--- src/design/spht_pkg.sv ---
// Shared types, constants and helper functions of the shape proximity hit test.
package spht_pkg;

    localparam int COORD_W    = 16;
    localparam int DIFF_W     = COORD_W + 1;
    localparam int RAD_W      = 15;
    localparam int R2_W       = 2 * RAD_W;
    localparam int MUL_B_W    = DIFF_W + 1;
    localparam int PROD_W     = DIFF_W + MUL_B_W;
    localparam int ACC_W      = 55;
    localparam int C1_W       = 36;
    localparam int QUO_W      = DIFF_W;
    localparam int DVS_W      = C1_W;
    localparam int DVD_W      = DVS_W + QUO_W;
    localparam int DIV_CNT_W  = $clog2(QUO_W + 1);
    localparam int CFG_IDX_W  = 2;
    localparam int STATE_W    = 5;
    localparam int OP_W       = 5;

    localparam logic [CFG_IDX_W-1:0] CFG_QUERY_X = 2'd0;
    localparam logic [CFG_IDX_W-1:0] CFG_QUERY_Y = 2'd1;
    localparam logic [CFG_IDX_W-1:0] CFG_RADIUS  = 2'd2;

    localparam logic [1:0] KIND_POINT = 2'd0;

    localparam logic signed [COORD_W-1:0] SENT_HI = 16'sh7FFF;
    localparam logic signed [COORD_W-1:0] SENT_LO = 16'sh8000;

    typedef logic [OP_W-1:0] op_t;

    localparam op_t OP_NOP      = 5'd0;
    localparam op_t OP_LOAD     = 5'd1;
    localparam op_t OP_FIRST    = 5'd2;
    localparam op_t OP_PREV     = 5'd3;
    localparam op_t OP_SEG_PREV = 5'd4;
    localparam op_t OP_SEG_FRST = 5'd5;
    localparam op_t OP_BOX      = 5'd6;
    localparam op_t OP_VW       = 5'd7;
    localparam op_t OP_C1A      = 5'd8;
    localparam op_t OP_C1B      = 5'd9;
    localparam op_t OP_C2A      = 5'd10;
    localparam op_t OP_C2B      = 5'd11;
    localparam op_t OP_TGT_A    = 5'd12;
    localparam op_t OP_TGT_B    = 5'd13;
    localparam op_t OP_PXA      = 5'd14;
    localparam op_t OP_PXB      = 5'd15;
    localparam op_t OP_PYA      = 5'd16;
    localparam op_t OP_PYB      = 5'd17;
    localparam op_t OP_DIV_X    = 5'd18;
    localparam op_t OP_DIV_Y    = 5'd19;
    localparam op_t OP_LX       = 5'd20;
    localparam op_t OP_LY       = 5'd21;
    localparam op_t OP_NP_SET   = 5'd22;
    localparam op_t OP_NP_DX    = 5'd23;
    localparam op_t OP_NP_DY    = 5'd24;
    localparam op_t OP_NP_CMP   = 5'd25;
    localparam op_t OP_CR_SET_N = 5'd26;
    localparam op_t OP_CR_SET_C = 5'd27;
    localparam op_t OP_CR_MUL   = 5'd28;
    localparam op_t OP_CR_DIV   = 5'd29;
    localparam op_t OP_CR_CMP   = 5'd30;
    localparam op_t OP_RESULT   = 5'd31;

    typedef struct packed {
        logic signed [COORD_W-1:0] vert_x;
        logic signed [COORD_W-1:0] vert_y;
        logic [1:0]                shape_kind;
        logic                      last_vertex;
    } in_item_t;

    typedef struct packed {
        logic hit;
        logic inside_res;
        logic near_edge;
    } out_item_t;

    typedef struct packed {
        op_t op;
    } cmd_t;

    typedef struct packed {
        logic       box_ok;
        logic       c1_pos;
        logic       c2_le_c1;
        logic       cross_cond;
        logic       div_busy;
        logic [1:0] kind;
        logic       last;
    } stat_t;

    function automatic logic is_sent(input logic signed [COORD_W-1:0] x,
                                     input logic signed [COORD_W-1:0] y);
        return (x == SENT_HI) || (x == SENT_LO) || (y == SENT_HI) || (y == SENT_LO);
    endfunction

    function automatic logic signed [DIFF_W-1:0] sub_c(input logic signed [COORD_W-1:0] a,
                                                        input logic signed [COORD_W-1:0] b);
        return {a[COORD_W-1], a} - {b[COORD_W-1], b};
    endfunction

    function automatic logic [DIFF_W-1:0] abs_d(input logic signed [DIFF_W-1:0] v);
        return v[DIFF_W-1] ? DIFF_W'(-v) : DIFF_W'(v);
    endfunction

endpackage

--- src/design/spht_div.sv ---
// Serial restoring divider, one quotient bit per cycle.
module spht_div (
    input  logic                        aclk,
    input  logic                        aresetn,
    input  logic                        start,
    input  logic [spht_pkg::DVD_W-1:0]  dividend,
    input  logic [spht_pkg::DVS_W-1:0]  divisor,
    output logic                        busy,
    output logic [spht_pkg::QUO_W-1:0]  quotient
);
    import spht_pkg::*;

    logic [DVS_W-1:0]     rem_reg, rem_next;
    logic [QUO_W-1:0]     sh_reg;
    logic [DVS_W-1:0]     dvs_reg;
    logic [DIV_CNT_W-1:0] cnt_reg;
    logic [DVS_W:0]       trial, diff;
    logic                 ge;

    always_comb begin
        trial    = {rem_reg, sh_reg[QUO_W-1]};
        diff     = trial - {1'b0, dvs_reg};
        ge       = trial >= {1'b0, dvs_reg};
        rem_next = ge ? diff[DVS_W-1:0] : trial[DVS_W-1:0];
    end

    always_ff @(posedge aclk) begin
        if (!aresetn) begin
            cnt_reg <= '0;
        end else if (start) begin
            cnt_reg <= DIV_CNT_W'(QUO_W);
        end else if (cnt_reg != '0) begin
            cnt_reg <= cnt_reg - 1'b1;
        end
    end

    always_ff @(posedge aclk) begin
        if (start) begin
            rem_reg <= dividend[DVD_W-1:QUO_W];
            sh_reg  <= dividend[QUO_W-1:0];
            dvs_reg <= divisor;
        end else if (cnt_reg != '0) begin
            rem_reg <= rem_next;
            sh_reg  <= {sh_reg[QUO_W-2:0], ge};
        end
    end

    assign busy     = (cnt_reg != '0);
    assign quotient = sh_reg;

endmodule

--- src/design/spht_dp.sv ---
// Datapath: vertex and segment registers, shared multiply-accumulate, divider and flags.
module spht_dp (
    input  logic                            aclk,
    input  logic                            aresetn,
    input  logic                            cfg_we,
    input  logic [spht_pkg::CFG_IDX_W-1:0]  cfg_index,
    input  logic [spht_pkg::COORD_W-1:0]    cfg_data,
    input  spht_pkg::in_item_t              in_item,
    input  spht_pkg::cmd_t                  cmd,
    output spht_pkg::stat_t                 stat,
    output spht_pkg::out_item_t             out_item
);
    import spht_pkg::*;

    logic signed [COORD_W-1:0] qx_reg, qy_reg;
    logic [RAD_W-1:0]          rad_reg;
    logic [R2_W-1:0]           r2_reg;
    logic signed [COORD_W-1:0] cur_x_reg, cur_y_reg, first_x_reg, first_y_reg;
    logic signed [COORD_W-1:0] prev_x_reg, prev_y_reg;
    logic signed [COORD_W-1:0] ax_reg, ay_reg, bx_reg, by_reg, tx_reg, ty_reg, ix_reg;
    logic [1:0]                kind_reg;
    logic                      last_reg;
    logic signed [DIFF_W-1:0]  vx_reg, vy_reg, wx_reg, wy_reg, dx_reg, dy_reg;
    logic signed [DIFF_W-1:0]  e1_reg, e2_reg, e3_reg;
    logic signed [ACC_W-1:0]   acc_reg;
    logic signed [C1_W-1:0]    c1_reg;
    logic [C1_W-1:0]           c2_reg;
    logic                      sent_reg, box_ok_reg, ccond_reg, qneg_reg;
    logic                      parity_reg, near_reg;
    out_item_t                 out_reg;

    logic [DIFF_W-1:0]         mul_a;
    logic [MUL_B_W-1:0]        mul_b;
    logic                      mul_neg, mul_sh, mul_acc;
    logic [PROD_W-1:0]         prod;
    logic signed [ACC_W-1:0]   term_mag, term, mac, acc_abs, c1_ext, r2_ext;

    logic signed [COORD_W+1:0] d18, qx18, qy18, lox, hix, loy, hiy;
    logic signed [COORD_W-1:0] mnx, mxx, mny, mxy;
    logic                      box_ok_next;

    logic                      div_start, div_busy;
    logic [DVD_W-1:0]          div_dvd;
    logic [DVS_W-1:0]          div_dvs;
    logic [QUO_W-1:0]          quo;
    logic signed [QUO_W:0]     sq_mag, sq;
    logic signed [QUO_W:0]     lx_sum, ly_sum;
    logic signed [QUO_W+1:0]   cx_sum, qx19;
    logic                      cross_hit, in_poly;

    always_comb begin
        mul_a   = '0;
        mul_b   = '0;
        mul_neg = 1'b0;
        mul_sh  = 1'b0;
        mul_acc = 1'b0;
        case (cmd.op)
            OP_C1A: begin
                mul_a = abs_d(vx_reg); mul_b = {1'b0, abs_d(wx_reg)};
                mul_neg = vx_reg[DIFF_W-1] ^ wx_reg[DIFF_W-1];
            end
            OP_C1B: begin
                mul_a = abs_d(vy_reg); mul_b = {1'b0, abs_d(wy_reg)};
                mul_neg = vy_reg[DIFF_W-1] ^ wy_reg[DIFF_W-1]; mul_acc = 1'b1;
            end
            OP_C2A: begin
                mul_a = abs_d(vx_reg); mul_b = {1'b0, abs_d(vx_reg)};
            end
            OP_C2B: begin
                mul_a = abs_d(vy_reg); mul_b = {1'b0, abs_d(vy_reg)}; mul_acc = 1'b1;
            end
            OP_PXA: begin
                mul_a = abs_d(vx_reg); mul_b = c1_reg[MUL_B_W-1:0];
            end
            OP_PXB: begin
                mul_a = abs_d(vx_reg); mul_b = c1_reg[C1_W-1:MUL_B_W];
                mul_sh = 1'b1; mul_acc = 1'b1;
            end
            OP_PYA: begin
                mul_a = abs_d(vy_reg); mul_b = c1_reg[MUL_B_W-1:0];
            end
            OP_PYB: begin
                mul_a = abs_d(vy_reg); mul_b = c1_reg[C1_W-1:MUL_B_W];
                mul_sh = 1'b1; mul_acc = 1'b1;
            end
            OP_NP_DX: begin
                mul_a = abs_d(dx_reg); mul_b = {1'b0, abs_d(dx_reg)};
            end
            OP_NP_DY: begin
                mul_a = abs_d(dy_reg); mul_b = {1'b0, abs_d(dy_reg)}; mul_acc = 1'b1;
            end
            OP_CR_MUL: begin
                mul_a = abs_d(e1_reg); mul_b = {1'b0, abs_d(e2_reg)};
                mul_neg = e1_reg[DIFF_W-1] ^ e2_reg[DIFF_W-1];
            end
            default: begin
                mul_a = '0;
            end
        endcase
        prod     = PROD_W'(mul_a) * PROD_W'(mul_b);
        term_mag = {{(ACC_W-PROD_W){1'b0}}, prod};
        if (mul_sh) begin
            term_mag = term_mag <<< MUL_B_W;
        end
        term = mul_neg ? -term_mag : term_mag;
        mac  = (mul_acc ? acc_reg : '0) + term;
    end

    always_comb begin
        d18  = {3'b000, rad_reg};
        qx18 = {{2{qx_reg[COORD_W-1]}}, qx_reg};
        qy18 = {{2{qy_reg[COORD_W-1]}}, qy_reg};
        mnx  = (ax_reg < bx_reg) ? ax_reg : bx_reg;
        mxx  = (ax_reg < bx_reg) ? bx_reg : ax_reg;
        mny  = (ay_reg < by_reg) ? ay_reg : by_reg;
        mxy  = (ay_reg < by_reg) ? by_reg : ay_reg;
        lox  = {{2{mnx[COORD_W-1]}}, mnx} - d18;
        hix  = {{2{mxx[COORD_W-1]}}, mxx} + d18;
        loy  = {{2{mny[COORD_W-1]}}, mny} - d18;
        hiy  = {{2{mxy[COORD_W-1]}}, mxy} + d18;
        box_ok_next = !((qx18 < lox) || (qx18 > hix) || (qy18 < loy) || (qy18 > hiy));
    end

    always_comb begin
        acc_abs   = acc_reg[ACC_W-1] ? -acc_reg : acc_reg;
        c1_ext    = {{(ACC_W-C1_W){c1_reg[C1_W-1]}}, c1_reg};
        r2_ext    = {{(ACC_W-R2_W){1'b0}}, r2_reg};
        div_start = (cmd.op == OP_DIV_X) || (cmd.op == OP_DIV_Y) || (cmd.op == OP_CR_DIV);
        if (cmd.op == OP_CR_DIV) begin
            div_dvd = acc_abs[DVD_W-1:0];
            div_dvs = {{(DVS_W-DIFF_W){1'b0}}, abs_d(e3_reg)};
        end else begin
            div_dvd = acc_reg[DVD_W-1:0];
            div_dvs = c2_reg;
        end
        sq_mag    = {1'b0, quo};
        sq        = qneg_reg ? -sq_mag : sq_mag;
        lx_sum    = {{2{ax_reg[COORD_W-1]}}, ax_reg} + sq;
        ly_sum    = {{2{ay_reg[COORD_W-1]}}, ay_reg} + sq;
        cx_sum    = {{3{ix_reg[COORD_W-1]}}, ix_reg} + {sq[QUO_W], sq};
        qx19      = {{3{qx_reg[COORD_W-1]}}, qx_reg};
        cross_hit = qx19 < cx_sum;
        in_poly   = kind_reg[1] && parity_reg;
    end

    spht_div u_div (
        .aclk     (aclk),
        .aresetn  (aresetn),
        .start    (div_start),
        .dividend (div_dvd),
        .divisor  (div_dvs),
        .busy     (div_busy),
        .quotient (quo)
    );

    always_ff @(posedge aclk) begin
        if (!aresetn) begin
            qx_reg      <= '0;
            qy_reg      <= '0;
            rad_reg     <= '0;
            first_x_reg <= '0;
            first_y_reg <= '0;
            prev_x_reg  <= '0;
            prev_y_reg  <= '0;
            parity_reg  <= 1'b0;
            near_reg    <= 1'b0;
        end else begin
            if (cfg_we) begin
                case (cfg_index)
                    CFG_QUERY_X: qx_reg  <= cfg_data;
                    CFG_QUERY_Y: qy_reg  <= cfg_data;
                    CFG_RADIUS:  rad_reg <= cfg_data[RAD_W-1:0];
                    default: ;
                endcase
            end
            case (cmd.op)
                OP_FIRST: begin
                    first_x_reg <= cur_x_reg;
                    first_y_reg <= cur_y_reg;
                    parity_reg  <= 1'b0;
                    near_reg    <= 1'b0;
                end
                OP_PREV: begin
                    prev_x_reg <= cur_x_reg;
                    prev_y_reg <= cur_y_reg;
                end
                OP_NP_CMP: begin
                    if (!sent_reg && (acc_reg <= r2_ext)) begin
                        near_reg <= 1'b1;
                    end
                end
                OP_CR_CMP: begin
                    if (cross_hit) begin
                        parity_reg <= ~parity_reg;
                    end
                end
                OP_RESULT: begin
                    parity_reg <= 1'b0;
                    near_reg   <= 1'b0;
                end
                default: ;
            endcase
        end
    end

    always_ff @(posedge aclk) begin
        r2_reg <= R2_W'(rad_reg) * R2_W'(rad_reg);
        case (cmd.op)
            OP_LOAD: begin
                cur_x_reg <= in_item.vert_x;
                cur_y_reg <= in_item.vert_y;
                kind_reg  <= in_item.shape_kind;
                last_reg  <= in_item.last_vertex;
            end
            OP_FIRST: begin
                tx_reg <= cur_x_reg;
                ty_reg <= cur_y_reg;
            end
            OP_SEG_PREV: begin
                ax_reg <= prev_x_reg; ay_reg <= prev_y_reg;
                bx_reg <= cur_x_reg;  by_reg <= cur_y_reg;
            end
            OP_SEG_FRST: begin
                ax_reg <= first_x_reg; ay_reg <= first_y_reg;
                bx_reg <= cur_x_reg;   by_reg <= cur_y_reg;
            end
            OP_BOX: box_ok_reg <= box_ok_next;
            OP_VW: begin
                vx_reg <= sub_c(bx_reg, ax_reg);
                vy_reg <= sub_c(by_reg, ay_reg);
                wx_reg <= sub_c(qx_reg, ax_reg);
                wy_reg <= sub_c(qy_reg, ay_reg);
            end
            OP_C2A: begin
                c1_reg  <= acc_reg[C1_W-1:0];
                acc_reg <= mac;
            end
            OP_PXA: begin
                c2_reg  <= acc_reg[C1_W-1:0];
                acc_reg <= mac;
            end
            OP_C1A, OP_C1B, OP_C2B, OP_PXB, OP_PYA, OP_PYB,
            OP_NP_DX, OP_NP_DY, OP_CR_MUL: acc_reg <= mac;
            OP_TGT_A: begin
                tx_reg <= ax_reg; ty_reg <= ay_reg;
            end
            OP_TGT_B: begin
                tx_reg <= bx_reg; ty_reg <= by_reg;
            end
            OP_DIV_X:  qneg_reg <= vx_reg[DIFF_W-1];
            OP_DIV_Y:  qneg_reg <= vy_reg[DIFF_W-1];
            OP_CR_DIV: qneg_reg <= acc_reg[ACC_W-1] ^ e3_reg[DIFF_W-1];
            OP_LX:     tx_reg <= lx_sum[COORD_W-1:0];
            OP_LY:     ty_reg <= ly_sum[COORD_W-1:0];
            OP_NP_SET: begin
                dx_reg   <= sub_c(qx_reg, tx_reg);
                dy_reg   <= sub_c(qy_reg, ty_reg);
                sent_reg <= is_sent(qx_reg, qy_reg) || is_sent(tx_reg, ty_reg);
            end
            OP_CR_SET_N: begin
                e1_reg <= sub_c(ax_reg, bx_reg);
                e2_reg <= sub_c(qy_reg, by_reg);
                e3_reg <= sub_c(ay_reg, by_reg);
                ix_reg <= bx_reg;
                ccond_reg <= ((by_reg <= qy_reg) && (qy_reg < ay_reg)) ||
                             ((ay_reg <= qy_reg) && (qy_reg < by_reg));
            end
            OP_CR_SET_C: begin
                e1_reg <= sub_c(bx_reg, ax_reg);
                e2_reg <= sub_c(qy_reg, ay_reg);
                e3_reg <= sub_c(by_reg, ay_reg);
                ix_reg <= ax_reg;
                ccond_reg <= ((by_reg <= qy_reg) && (qy_reg < ay_reg)) ||
                             ((ay_reg <= qy_reg) && (qy_reg < by_reg));
            end
            OP_RESULT: begin
                out_reg.hit        <= in_poly || near_reg;
                out_reg.inside_res <= in_poly;
                out_reg.near_edge  <= near_reg;
            end
            default: ;
        endcase
    end

    always_comb begin
        stat.box_ok     = box_ok_reg;
        stat.c1_pos     = c1_reg > 0;
        stat.c2_le_c1   = acc_reg <= c1_ext;
        stat.cross_cond = ccond_reg;
        stat.div_busy   = div_busy;
        stat.kind       = kind_reg;
        stat.last       = last_reg;
    end

    assign out_item = out_reg;

endmodule

--- config.mk ---
export PLATFORM = sky130hd
export DESIGN_NAME = spht_dp
export DESIGN_NICKNAME = d
export VERILOG_FILES = /design/src/design/spht_pkg.sv /design/src/design/spht_div.sv /design/src/design/spht_dp.sv
export SDC_FILE = /design/constraint.sdc
export NUM_CORES = 2
export LEC_CHECK = 0
export BUFFER_PORTS_ARGS = -buffer_cell sky130_fd_sc_hd__buf_4
export CORE_MARGIN = 3
export CORE_UTILIZATION = 55
export CTS_CLUSTER_SIZE = 16
export DETAILED_ROUTE_END_ITERATION = 10
export PLACE_DENSITY = 0.71
export REMOVE_ABC_BUFFERS = 1
export SETUP_SLACK_MARGIN = 0.3
export SLEW_MARGIN = 10
export SYNTH_ARGS = -nofsm -noshare
export SYNTH_HDL_FRONTEND = slang
export SYNTH_SLANG_ARGS = --single-unit
--- constraint.sdc ---
create_clock -name aclk -period 27.1 [get_ports aclk]
set_clock_uncertainty 0.2 [all_clocks]
set_input_delay 1.355 -clock aclk [delete_from_list [all_inputs] [get_ports aclk]]
set_output_delay 1.355 -clock aclk [all_outputs]
set_load 0.005 [all_outputs]
# == Yosys cells after proc, flatten, opt, wreduce, memory -nomap -nowiden ==
# Index checks and enable logic that the tools add are counted.
# Widths: inputs -> output; s select.
# word_totals
out_inout_bits,11
input_bits,61
elab_cells,233
register_bits,671
# classes
n_addsub,31
n_eq_ne,43
n_bitwise,6
order_cmp,15
mul,2
n_reduce_logical,45
muxes,45
# ops
operator,n
$mux 17,12
$sub 16x16->17,11
$pmux 18 s9,1
$mux 53,3
$neg 17->17,9
$eq 16x16->1 const B,8
$pmux 16 s4,2
$mux 55,2
$mux 36,3
$pmux 17 s2,3
$pmux 16 s2,3
$pmux 17 s5,1
$eq 5x5->1 const B,16
$lt 16x16->1,4
$mux 16,4
$add 55x55->55,1
$le 55x31->1,1
$le 55x36->1,1
$neg 55->55,1
$neg 53->53,1
$eq 5x4->1 const B,8
$ge 37x36->1,1
$gt 36x1->1 const B,1
$sub 36x36->36,1
other kinds (37),89

# == Depth between registers and ports, before layout ==
# depth
depth_word,8
mapped_depth,52
mapped_depth_nobuf,49

# == Modules after synthesis ==
# A second synthesis with hierarchy kept.
# unflattened
hier_cells,7536
hier_area_um2,67917.6
# modules_own_cells
mod,instances,seq_area_each_um2,cells_per_inst,area_per_inst_um2
spht_dp,1,15875.2,6924,61818.0
spht_div,1,2772.7,612,6099.6

# == Worst setup path after synthesis ==
# Ideal clock, no wire load.
# synth_timing
path_type,input-to-reg
from,in cmd[1] (netlist name)
to,"reg acc_reg[47], data pin"
cell_stages,45
setup_ns,0.162
path_buffers,4
slack_ns,14.090
arrival_time_ns,12.648
required_time_ns,26.738
cell_sequence,clkbuf_1 > nand2b_1 > or2_2 > clkbuf_1 > clkbuf_1 > inv_1 > a221oi_1 > nand2_1 > clkbuf_1 > nand2_1 > fa_1 > fa_1 > fa_1 > inv_1 > fa_1 > fa_1 > inv_1 > fa_1 > (+9 left out) > and4_1 > a41oi_1 > nand2b_1 > o31ai_1 > xnor2_1 > ha_1 > nand4_1 > or2_2 > nor2_1 > and3_1 > nand3_1 > a31oi_1 > a311o_1 > and4_1 > o221a_2 > a21boi_0 > or4b_2 > o2111ai_1
# synth_via
elab_chain_cells,8
elab_cells_between_ends,27
classes_between,add/sub (2); mul (1); eq/ne (11); mux (8); reduce/logical (5)
# synth_rtl
item,line_no,rtl
"start, declared",spht_dp.sv:9,"input spht_pkg::cmd_t cmd,"
$eq 5x4->1 or $eq 5x5->1 (tied branches),spht_dp.sv:57,case (cmd.op)
$reduce_or 4->1 (no line) or $reduce_or 2->1 (tied branches),n/a,
$pmux 17 s5 or $pmux 18 s9 (tied branches),spht_dp.sv:57,
$mul 17x18->35,spht_dp.sv:100,prod = PROD_W'(mul_a) * PROD_W'(mul_b);
$mux 53,spht_dp.sv:102,if (mul_sh) begin
$neg 55->55,spht_dp.sv:105,term = mul_neg ? -term_mag : term_mag;
$mux 55,spht_dp.sv:105,
$add 55x55->55 (*),spht_dp.sv:106,mac = (mul_acc ? acc_reg : '0) + term;
net mac[47],spht_dp.sv:36,"logic signed [ACC_W-1:0] term_mag, term, mac, acc_abs, c1_ext, r2_ext;"
"end signal, assigned",spht_dp.sv:236,acc_reg <= mac;
"end signal, assigned",spht_dp.sv:240,acc_reg <= mac;
"end signal, assigned",spht_dp.sv:243,"OP_NP_DX, OP_NP_DY, OP_CR_MUL: acc_reg <= mac;"
"end, declared",spht_dp.sv:25,logic signed [ACC_W-1:0] acc_reg;
# Mark *: on every way through the listed nets, which the timed path passes. The rest lies on a longest branch.
# A chain may end at the register's enable or synchronous reset.

# == Worst setup path after layout ==
# layout_timing
from,in cmd[0] (netlist name)
to,"reg acc_reg[47], data pin"
# The elaborated chain is that of the path after synthesis.

==> results.toml <==
[status]
outcome = "finished clean"

[floorplan]
die_area_mm2 = 0.126
die_x_um = 355
dieHeight_um = 355
num_rows = 127
start_util_pct = 55.7
core-area_mm2 = 0.121
ios = 72

[setup_path]
crit_path_end = "acc_reg[47]"
path_class = "input pin to flip-flop"
r2r_start = "dy_reg[2]"
r2r.worst_path.cells = 44
cp_data_required_time_ns = 27.42
cp.depth = 44
cp.arrival_ns = 14.72
slowest_stage = "nand3_1"
worstPathMaxFanout = 35
cp_top_family = "simple AND/OR/NAND/NOR gates"
rrSetupSlack_ns = 13.15
cpPeakStageDelay_ns = 0.84
crit-reg2reg-capture = "acc_reg[47]"
end_kind = "flip-flop"
worst_path_most_repeated_cell = "fa_1"
path_buf_inv = 5
startpoint_type = "input pin"
critPathLaunch = "cmd[0]"

[cells_and_area]
largest_reg_flops = 55
area_delta_synth_final_pct = 7.52
nets = 8589
fin_util_pct = 59.9
fillers = 10500
multi_input_area_mm2 = 0.0446
layout.cells.non_filler = 9083
drive_gt1_share_pct = 5.56
seq_area_mm2 = 0.0186

[cts]
htreeDepth = 3
cts_made_buffers = 77
cts_setup_buffers = 0
cts_tree = "built"
clk_path_buf_depth = 3
clk_pin_slew_ns = 0.06
ctsHoldBuffers = 0
cts-root-buf = "clkbuf_16"
clock-sinks = 670
cts-resized-gates = 0
clk_latency_ns = 0.71

[logic_synthesis]
syn_inst = 7431
synth.area.top_cells = "edfxtp_1 (23%), ha_1 (13%), fa_1 (12%)"
synth-edff-count = 523
yosysTopAreaCell = "edfxtp_1"
ys.flop_type = "edfxtp_1"
yosysMostFrequentCell = "nand2_1"
async_reset_ff_share_pct = 0
synth_common_cells = "nand2_1 (814), inv_1 (806), ha_1 (724), edfxtp_1 (523), nor2_1 (505)"
ys_ff_latch = 670
synth_area_mm2 = 0.0671
synth.distinct_cells = 97
yosysWarnings = 0
avgSynthCellArea_um2 = 9.04
seq_area_frac_synth_pct = 27.8
synth_top_area_share_pct = 23.4

[global_routing]
antenna_found_initial = 4
busiest_layer = "met2"
grt_pass1_wl_mm = 337
grt_max_degree = 82
grt.overflow.total = 0
track_usage_pct = 35.4
grtUsageMet1_pct = 46.6
use_met2_pct = 56.5
use_met3_pct = 4.72
grt_pass1_vias = 54400

[pwr]
power.density_mw_per_mm2 = 52.9
fin_total_pwr_uw = 3820
p_leak_uw = 0.0324
ir_worst_vdd_mv = 0.0621

[timing]
fin_crit_sh_pct = 53.1
finalHoldViolations = 0
timing.fmax_ghz = 0.0695
tightest_slew_ns = 1.36
fin_crit_ns = 14.40
rsz0062_at_grt = "no"
setup_tns_ns = 0
slew_viol_final = 0
holdWs_ns = 0.263
max_slew_margin_pct = 8.97
setup_viol = 0

[drt]
vias = 56200
ant_nets = 0
routedWlPerCell_um = 24.9
vias_per_cell = 6.19
routed_wl_mm = 226
dr.pass1.iters = 8
route.detailed.drc = 0
drt_first_iter_violations = 6056

[hold_path]
min_from = "first_y_reg[4]"
hp-class = "flip-flop to flip-flop"

[placed_design]
gp_congestion = 1.04
port_buffers = 71
dp.cells = 8943
dpl.hpwl_mm = 179

[run]
cap_violations = 0
metal layers:
layer / part of all wire (%) / routed length [um]
met5: 0 / 0
met4: 6.5 / 14600
met3: 8.2 / 18600
met2: 45 / 102000
met1: 40 / 90300
how the worst min path moves through the flow:
stage	to	slack, ns	depth (start not counted)
floorplan	out_item[0]	0.22	0
global placement	prev_x_reg[9]	0.25	2
detailed placement	prev_x_reg[6]	0.25	2
CTS	prev_x_reg[6]	0.26	2
global route	first_y_reg[15]	0.28	2
finish	first_y_reg[4]	0.26	2
worst min-delay path: cells and delay by family, from the launching register on:
kind,cells,cell delay (ns)
AO/OA/AOI/OAI,1,0.06
flip-flops,1,0.31
AND/OR/NAND/NOR,1,0.04
metrics by stage:
step                instance area, um^2  worst slack [ns]
floorplan                         66100             13.78
global placement                  69600             12.38
detailed placement                69600             12.23
CTS                               72200             12.98
global route                      72200             12.10
finish                            72200             12.70
where the power goes:
part / internal, uW / switching [uW] / leakage (uW)
Combinational: 538 / 836 / 0.0250
Clock: 633 / 465 / 0.00127
Sequential: 1230 / 116 / 0.00608
Total: 2410 / 1420 / 0.0324
kinds of logic (layout without fill, tap and decap cells):
| group | count (synthesis) | after routing | share of synthesized area [%] |
|---|---|---|---|
| AO/OA/AOI/OAI | 1679 | 1679 | 16.2 |
| buffers and inverters | 1081 | 1119 | 6.10 |
| other | 0 | 2 | 0 |
| flip-flops | 670 | 670 | 27.8 |
| multiplexers | 125 | 125 | 1.96 |
| XOR/XNOR | 548 | 548 | 7.15 |
| AND/OR/NAND/NOR | 2210 | 2210 | 15.6 |
| adder cells (fa/ha/maj) | 1118 | 1118 | 25.2 |
final cells by class:
cell class / count / area share (%)
Inverter: 816 / 4.24
Clock buffer: 100 / 2.92
Sequential cell: 670 / 25.8
Clock inverter: 38 / 0.733
Multi-Input combinational cell: 5680 / 61.8
Tap cell: 1612 / 2.79
Antenna cell: 2 / 0.00693
Timing Repair Buffer: 165 / 1.72
layout by cell type (no fill, tap or decap), drive strengths merged, types with 30 or more instances in the layout:
cell,n
and2,117
a21boi,160
buf,165
xnor2,316
nor2,505
fa,394
a21oi,376
a211oi,37
nand2b,92
xor2,232
ha,724
mux2i,82
o31ai,65
nor2b,151
o21ai,425
nor3,116
o22ai,59
o21bai,30
o41ai,37
nand4,73
a31oi,50
and3,35
or4,36
edfxtp,523
nand2,814
a21o,178
clkbuf,100
mux2,42
nand3,85
or2,32
dfxtp,147
nor4,53
or3,39
o21a,69
inv,817
Power figures use the tool's default switching activity.
